## src/design/srme_pkg.sv

```systemverilog
// shared types and constants for the six register machine executor
// no dependencies

package srme_pkg;

	localparam int NUM_REGS   = 6;
	localparam int REG_IDX_W  = $clog2(NUM_REGS);
	localparam int WORD_W     = 32;
	localparam int IP_SEL_W   = 3;
	localparam int PROG_LEN_W = 11;
	localparam int CFG_IDX_W  = 1;
	localparam int CFG_DATA_W = PROG_LEN_W;

	// configuration register indexes
	localparam logic [CFG_IDX_W-1:0] CFG_IP_REGISTER    = 1'd0;
	localparam logic [CFG_IDX_W-1:0] CFG_PROGRAM_LENGTH = 1'd1;

	typedef enum logic [3:0] {
		OP_ADDR = 4'd0,
		OP_ADDI = 4'd1,
		OP_MULR = 4'd2,
		OP_MULI = 4'd3,
		OP_BANR = 4'd4,
		OP_BANI = 4'd5,
		OP_BORR = 4'd6,
		OP_BORI = 4'd7,
		OP_SETR = 4'd8,
		OP_SETI = 4'd9,
		OP_GTIR = 4'd10,
		OP_GTRI = 4'd11,
		OP_GTRR = 4'd12,
		OP_EQIR = 4'd13,
		OP_EQRI = 4'd14,
		OP_EQRR = 4'd15
	} opcode_t;

	typedef struct packed {
		opcode_t                   op;
		logic signed [WORD_W-1:0]  operand_a;
		logic signed [WORD_W-1:0]  operand_b;
		logic [2:0]                dest_reg;
	} srme_in_t;

	typedef struct packed {
		logic signed [WORD_W-1:0]  next_ip;
		logic                      halted;
		logic signed [WORD_W-1:0]  reg0_value;
		logic                      fault;
	} srme_out_t;

endpackage

```

## src/design/six_register_machine_executor_unit.sv

```systemverilog
// top level: execute unit of the six register machine with a bound pointer register
// depends on srme_pkg (types, opcodes, register indexes)
//
// order: the instruction word is registered in the input stage, then the result
//   word is registered in the output register when the stage advances
// throughput: one instruction word per cycle while out_stall is low; the register
//   file read, alu and write back share a stage; a dependent word follows directly
// reset: clears the register file, ip_register, program_length and all valid flags
//   at once; no clearing pass, the block takes words right after reset

module six_register_machine_executor_unit (
	input  logic                                  clk,
	input  logic                                  arst_n,
	// configuration write port
	input  logic                                  cfg_wr_en,
	input  logic [srme_pkg::CFG_IDX_W-1:0]        cfg_index,
	input  logic [srme_pkg::CFG_DATA_W-1:0]       cfg_data,
	// instruction words in
	input  logic                                  in_valid,
	output logic                                  in_stall,
	input  srme_pkg::srme_in_t                    in_data,
	// result words out
	output logic                                  out_valid,
	input  logic                                  out_stall,
	output srme_pkg::srme_out_t                   out_data
);
	import srme_pkg::*;

	// configuration registers
	logic [IP_SEL_W-1:0]   ip_sel_q;
	logic [PROG_LEN_W-1:0] prog_len_q;

	// input stage
	logic     valid_s1;
	srme_in_t instr_s1;

	// architectural register file, one flop row per register
	logic [NUM_REGS-1:0][WORD_W-1:0] rf_q;
	logic [NUM_REGS-1:0][WORD_W-1:0] rf_d;

	// output register
	logic      out_valid_q;
	srme_out_t out_q;
	srme_out_t res;

	logic in_accept;
	logic adv;

	// execute decode
	logic                 a_is_reg;
	logic                 b_is_reg;
	logic                 ip_ok;
	logic                 a_ok;
	logic                 b_ok;
	logic                 dest_ok;
	logic                 op_fault;
	logic [REG_IDX_W-1:0] ip_idx;
	logic [REG_IDX_W-1:0] a_idx;
	logic [REG_IDX_W-1:0] b_idx;
	logic [REG_IDX_W-1:0] dest_idx;
	logic [WORD_W-1:0]    ra;
	logic [WORD_W-1:0]    rb;
	logic [WORD_W-1:0]    imm_a;
	logic [WORD_W-1:0]    imm_b;
	logic [WORD_W-1:0]    alu_r;
	logic [WORD_W-1:0]    ip_base;
	logic [WORD_W-1:0]    nip;

	// the stage advances when the output register is free or being drained
	assign adv       = valid_s1 && (!out_valid_q || !out_stall);
	assign in_stall  = valid_s1 && !adv;
	assign in_accept = in_valid && !in_stall;

	assign out_valid = out_valid_q;
	assign out_data  = out_q;

	// config writes must arrive only while the block is idle; the block does not enforce it
	always_ff @(posedge clk or negedge arst_n) begin
		if (!arst_n) begin
			ip_sel_q   <= '0;
			prog_len_q <= '0;
		end else if (cfg_wr_en) begin
			unique case (cfg_index)
				CFG_IP_REGISTER:    ip_sel_q   <= cfg_data[IP_SEL_W-1:0];
				CFG_PROGRAM_LENGTH: prog_len_q <= cfg_data;
			endcase
		end
	end

	// input register
	always_ff @(posedge clk or negedge arst_n) begin
		if (!arst_n) begin
			valid_s1 <= 1'b0;
		end else if (in_accept) begin
			valid_s1 <= 1'b1;
		end else if (adv) begin
			valid_s1 <= 1'b0;
		end
	end

	always_ff @(posedge clk) begin
		if (in_accept) begin
			instr_s1 <= in_data;
		end
	end

	// which operands the opcode takes as register indexes
	always_comb begin
		a_is_reg = !(instr_s1.op == OP_SETI || instr_s1.op == OP_GTIR ||
			instr_s1.op == OP_EQIR);
		unique case (instr_s1.op)
			OP_ADDR, OP_MULR, OP_BANR, OP_BORR,
			OP_GTIR, OP_GTRR, OP_EQIR, OP_EQRR: b_is_reg = 1'b1;
			default:                            b_is_reg = 1'b0;
		endcase
	end

	// range checks: operands are taken unsigned so negatives fail too
	assign ip_ok   = 32'(ip_sel_q) < NUM_REGS;
	assign a_ok    = !a_is_reg || (unsigned'(instr_s1.operand_a) < WORD_W'(NUM_REGS));
	assign b_ok    = !b_is_reg || (unsigned'(instr_s1.operand_b) < WORD_W'(NUM_REGS));
	assign dest_ok = 32'(instr_s1.dest_reg) < NUM_REGS;
	assign op_fault = !ip_ok || !a_ok || !b_ok || !dest_ok;

	assign ip_idx   = REG_IDX_W'(ip_sel_q);
	assign a_idx    = instr_s1.operand_a[REG_IDX_W-1:0];
	assign b_idx    = instr_s1.operand_b[REG_IDX_W-1:0];
	assign dest_idx = REG_IDX_W'(instr_s1.dest_reg);

	// register reads; out-of-range indexes never reach a write
	assign ra    = rf_q[a_idx];
	assign rb    = rf_q[b_idx];
	assign imm_a = instr_s1.operand_a;
	assign imm_b = instr_s1.operand_b;

	// alu, comparisons signed, multiply keeps the low word
	always_comb begin
		unique case (instr_s1.op)
			OP_ADDR: alu_r = ra + rb;
			OP_ADDI: alu_r = ra + imm_b;
			OP_MULR: alu_r = ra * rb;
			OP_MULI: alu_r = ra * imm_b;
			OP_BANR: alu_r = ra & rb;
			OP_BANI: alu_r = ra & imm_b;
			OP_BORR: alu_r = ra | rb;
			OP_BORI: alu_r = ra | imm_b;
			OP_SETR: alu_r = ra;
			OP_SETI: alu_r = imm_a;
			OP_GTIR: alu_r = WORD_W'($signed(imm_a) > $signed(rb));
			OP_GTRI: alu_r = WORD_W'($signed(ra) > $signed(imm_b));
			OP_GTRR: alu_r = WORD_W'($signed(ra) > $signed(rb));
			OP_EQIR: alu_r = WORD_W'(imm_a == rb);
			OP_EQRI: alu_r = WORD_W'(ra == imm_b);
			OP_EQRR: alu_r = WORD_W'(ra == rb);
		endcase
	end

	// the bound register picks up the alu result first when it is the destination
	assign ip_base = (dest_idx == ip_idx) ? alu_r : rf_q[ip_idx];
	assign nip     = ip_base + WORD_W'(1);

	// next register file: destination write then pointer increment
	always_comb begin
		rf_d = rf_q;
		if (!op_fault) begin
			for (int i = 0; i < NUM_REGS; i++) begin
				if (REG_IDX_W'(i) == ip_idx) begin
					rf_d[i] = nip;
				end else if (REG_IDX_W'(i) == dest_idx) begin
					rf_d[i] = alu_r;
				end
			end
		end
	end

	// result word
	always_comb begin
		res.reg0_value = rf_d[0];
		res.fault      = op_fault;
		if (!ip_ok) begin
			// bad bound register reports pointer zero
			res.next_ip = '0;
			res.halted  = 1'b1;
		end else if (op_fault) begin
			// bad operand or destination: pointer held, machine halts
			res.next_ip = rf_q[ip_idx];
			res.halted  = 1'b1;
		end else begin
			res.next_ip = nip;
			res.halted  = nip[WORD_W-1] || (nip >= WORD_W'(prog_len_q));
		end
	end

	always_ff @(posedge clk or negedge arst_n) begin
		if (!arst_n) begin
			rf_q <= '0;
		end else if (adv) begin
			rf_q <= rf_d;
		end
	end

	// output register
	always_ff @(posedge clk or negedge arst_n) begin
		if (!arst_n) begin
			out_valid_q <= 1'b0;
		end else if (adv) begin
			out_valid_q <= 1'b1;
		end else if (!out_stall) begin
			out_valid_q <= 1'b0;
		end
	end

	always_ff @(posedge clk) begin
		if (adv) begin
			out_q <= res;
		end
	end

	// a faulting word must leave the register file untouched
	a_fault_no_write: assert property (@(posedge clk) disable iff (!arst_n)
		adv && op_fault |=> $stable(rf_q))
		else $error("register file changed on a faulting word");

	// every executed word lands in the output register
	a_adv_fills_out: assert property (@(posedge clk) disable iff (!arst_n)
		adv |=> out_valid_q)
		else $error("executed word did not reach the output register");

	// a fault always reports halt
	a_fault_halts: assert property (@(posedge clk) disable iff (!arst_n)
		out_valid_q && out_q.fault |-> out_q.halted)
		else $error("fault reported without halt");

	// a running machine never points at a negative address
	a_run_nonneg: assert property (@(posedge clk) disable iff (!arst_n)
		out_valid_q && !out_q.halted |-> !out_q.next_ip[WORD_W-1] && !out_q.fault)
		else $error("running result with negative pointer or fault");

	// input only stalls while an instruction waits in the input stage
	a_stall_held: assert property (@(posedge clk) disable iff (!arst_n)
		in_stall |-> valid_s1 && out_valid_q && out_stall)
		else $error("input stalled with nothing blocking");

endmodule
```

## config.mk

```make
export PLATFORM = sky130hd
export DESIGN_NAME = six_register_machine_executor_unit
export DESIGN_NICKNAME = d
export VERILOG_FILES = /design/src/design/srme_pkg.sv /design/src/design/six_register_machine_executor_unit.sv
export SDC_FILE = /design/constraint.sdc
export NUM_CORES = 2
export LEC_CHECK = 0
export ABC_AREA = 1
export BUFFER_PORTS_ARGS = -buffer_cell sky130_fd_sc_hd__buf_2
export CORE_AREA = 5 5 395 397
export DETAILED_ROUTE_END_ITERATION = 16
export DIE_AREA = 0 0 400 402
export PLACE_DENSITY = 0.57
export SLEW_MARGIN = 20
export SYNTH_ARGS = -nofsm -noshare
export SYNTH_HDL_FRONTEND = slang
export SYNTH_SLANG_ARGS = --single-unit
```

## constraint.sdc

```tcl
create_clock -name clk -period 10.2 [get_ports clk]
set_input_delay 1.53 -clock clk [delete_from_list [all_inputs] [get_ports clk]]
set_output_delay 1.53 -clock clk [all_outputs]
set_load 0.005 [all_outputs]
```

==> run summary <==
status -> finished, final reports clean
Post-synth EDFFs -> 137
max reg flops -> 192
register cell area after layout -> 9340 µm²
Post-Syn Area per Cell -> 7.45 µm²
final core occ -> 0.447
area occupied by multi-input gates -> 43200 µm²
total gr overflow -> 0
die area -> 161000 µm²
Initial DRC Count -> 6351
PortBufs -> 155
initial antenna violation count -> 15
# clock sinks -> 346
Relative slew margins -> 0.224
hold_sp -> valid_s1$_DFFE_PN0P_
Final Skew -> 65.1 ps
Max Cap Viol -> 0
post-synth top area share -> 0.271
reg2reg start -> imm_a[0]$_DFFE_PP_
area delta synth->final -> 12.3%
Num CTS Buffers -> 47
largest net degree at the start of global routing -> 148
Die X -> 400 µm
chip height -> 402 µm
Cells on Worst Hold Path -> 2
count leader, synth -> nand2_1
worst reg-to-reg path cell count -> 40
Worst Path Required -> 10710 ps
# H-tree levels -> 2
WL per Instance -> 26.1 µm
hold_buf cts -> 0
crit start category -> register
# setup viols final -> 0
drt pass-1 iters -> 6
GP Congestion -> 1.03
Setup CP Type -> reg2reg
vias in the first global route -> 57511
Detailed Place HPWL -> 210000 µm
Layout fillers -> 15472
Seq cells post-synth -> 346
asr flop ratio synth -> 0.601
IO Count -> 156
number of distinct library cells after synthesis -> 71
Hold Path Sink -> out_valid$_DFFE_PN0P_
vias post-DR -> 58448
Fmax achieved -> 0.101 GHz
Initial Util -> 0.398
Worst Hold Class -> reg2reg
Final min period -> 9850 ps
final hold vios -> 0
Rows -> 143
critical-path maximum fanout -> 46
Final Max Slew Viols -> 0
Routed Antenna Nets -> 0
root buffer cell -> clkbuf_16
Syn Inst Count -> 8103
drt drc -> 0
slowest stage delay, CP -> 830 ps
measured slew at the worst slew-check pin -> 1160 ps
Synthesized Nets -> 9425
crit path DAT -> 10370 ps
maximum root-to-sink buffer count -> 3
first-pass GRT wire length -> 395000 µm
Largest Register -> rf_q
CP top delay family -> adder cells
Most used DFF post-synth -> dfrtp_1
crit share post-route -> 0.966
crit path buf inv count -> 10
kind of end point of the critical path -> register
Synth area leaders -> fa_1 (27%), nand2_1 (12%), inv_1 (9.7%), ha_1 (8.6%), dfrtp_1 (8.6%)
clock latency on the worst-skew pair -> 700 ps
sequential cell area fraction in the yosys report -> 0.155
Slowest-stage cell, CP -> o21ai_0
vias per cell -> 5.60
Reg2Reg Setup Slack -> 350 ps
Tot GR Track Use -> 0.334
Total Wirelength -> 273000 µm
Final nets -> 9687
Most Frequent Cell on Critical Path -> fa_1
share of cells above drive strength 1 -> 0.117
R2R Path End -> rf_q[25]$_DFFE_PN0P_
Yosys Warn Count -> 0
Core Area -> 152000 µm²
CTS tree -> yes
post-synth top area cell -> fa_1
cell area after synthesis -> 60400 µm²
Synth top cells by count -> nand2_1 (1938), inv_1 (1557), fa_1 (817), o21ai_0 (563), nor2_1 (514)
Reg clk slew, reported paths -> 60 ps
## tightest hold or removal path, stage by stage, from the launching register on
cell and delay (ps):
dfrtp_1 340, inv_1 50, nand2_1 60
## metrics by stage
step	setup WS (ps)	TNS (ps)	std cells	hold WS [ps]	instance area (µm²)
after global placement	356	0	10325	470	65700
after global routing	-16.0	-16.0	10434	506	67800
after detailed placement	301	0	10325	471	65700
after floorplan	1620	0	8103	448	60400
after CTS	205	0	10413	486	67400
final	346	0	10439	487	67800
## worst max-delay path by stage
| stage | slack, ps | to | cells after the start | start |
|---|---|---|---|---|
| 6_report | 350 | rf_q[25]$_DFFE_PN0P_ | 40 | imm_a[0]$_DFFE_PP_ |
| 5_1_grt | -20 | out_data[33]$_SDFFCE_PP1P_ | 44 | imm_a[0]$_DFFE_PP_ |
| 4_1_cts | 210 | rf_q[25]$_DFFE_PN0P_ | 41 | imm_a[1]$_DFFE_PP_ |
| 3_5_place_dp | 300 | rf_q[25]$_DFFE_PN0P_ | 41 | imm_a[1]$_DFFE_PP_ |
| 3_3_place_gp | 360 | out_data[33]$_SDFFCE_PP1P_ | 39 | imm_a[1]$_DFFE_PP_ |
| 2_1_floorplan | 1620 | out_data[33]$_SDFFCE_PP1P_ | 46 | imm_b[0]$_DFFE_PP_ |
## routing by layer
layer	share of wire	vias to the layer above	track usage
li1	-	25806	-
met1	0.41	28716	0.455
met2	0.43	3235	0.515
met3	0.10	681	0.0715
met4	0.055	10	0.142
met5	0.00021	-	0.00212
## final cells by class
class                   count  area share
diodes                      5    0.000185
clock buffers              63      0.0191
clock inverters            25     0.00515
inverters                1627      0.0909
multi-input cells        5723       0.638
flip-flops and latches    346       0.138
well taps                2030      0.0375
repair buffers            620      0.0718
## what timing repair did
item | in CTS | in global routing
gates resized for setup | 0 | 50
setup endpoints to repair | 0 | 87
setup buffers | 0 | 18
## cell families (layout without fill, tap and decap cells)
family	count (synthesis)	in the layout	share of synthesized area
other	0	5	0
adders and majority gates	1234	1234	0.357
xor gates and xnor gates	97	97	0.0158
DFF	346	346	0.155
buffers and inverters	2034	2335	0.132
AOI/OAI and AO/OA	1484	1484	0.142
and+or+nand+nor	2908	2908	0.198
## cell usage in the layout (no fill, tap or decap), drive strengths merged, types with 16 or more instances in the layout
master,instances
clkinv,31
ha,417
o221ai,59
xnor2,44
fa,817
nand2,2017
a21o,17
clkbuf,66
o22ai,84
dfrtp,208
inv,1604
o211ai,123
nand4,55
nand3b,17
nand3,207
buf,617
o21ai,665
or2,23
edfxtp,137
nor2,533
nor4,16
xor2,53
nor3,33
a21oi,464
Power is left out: the tool's default activity adds up to more than one toggle a clock period on the data nets, which glitch-free logic cannot reach.
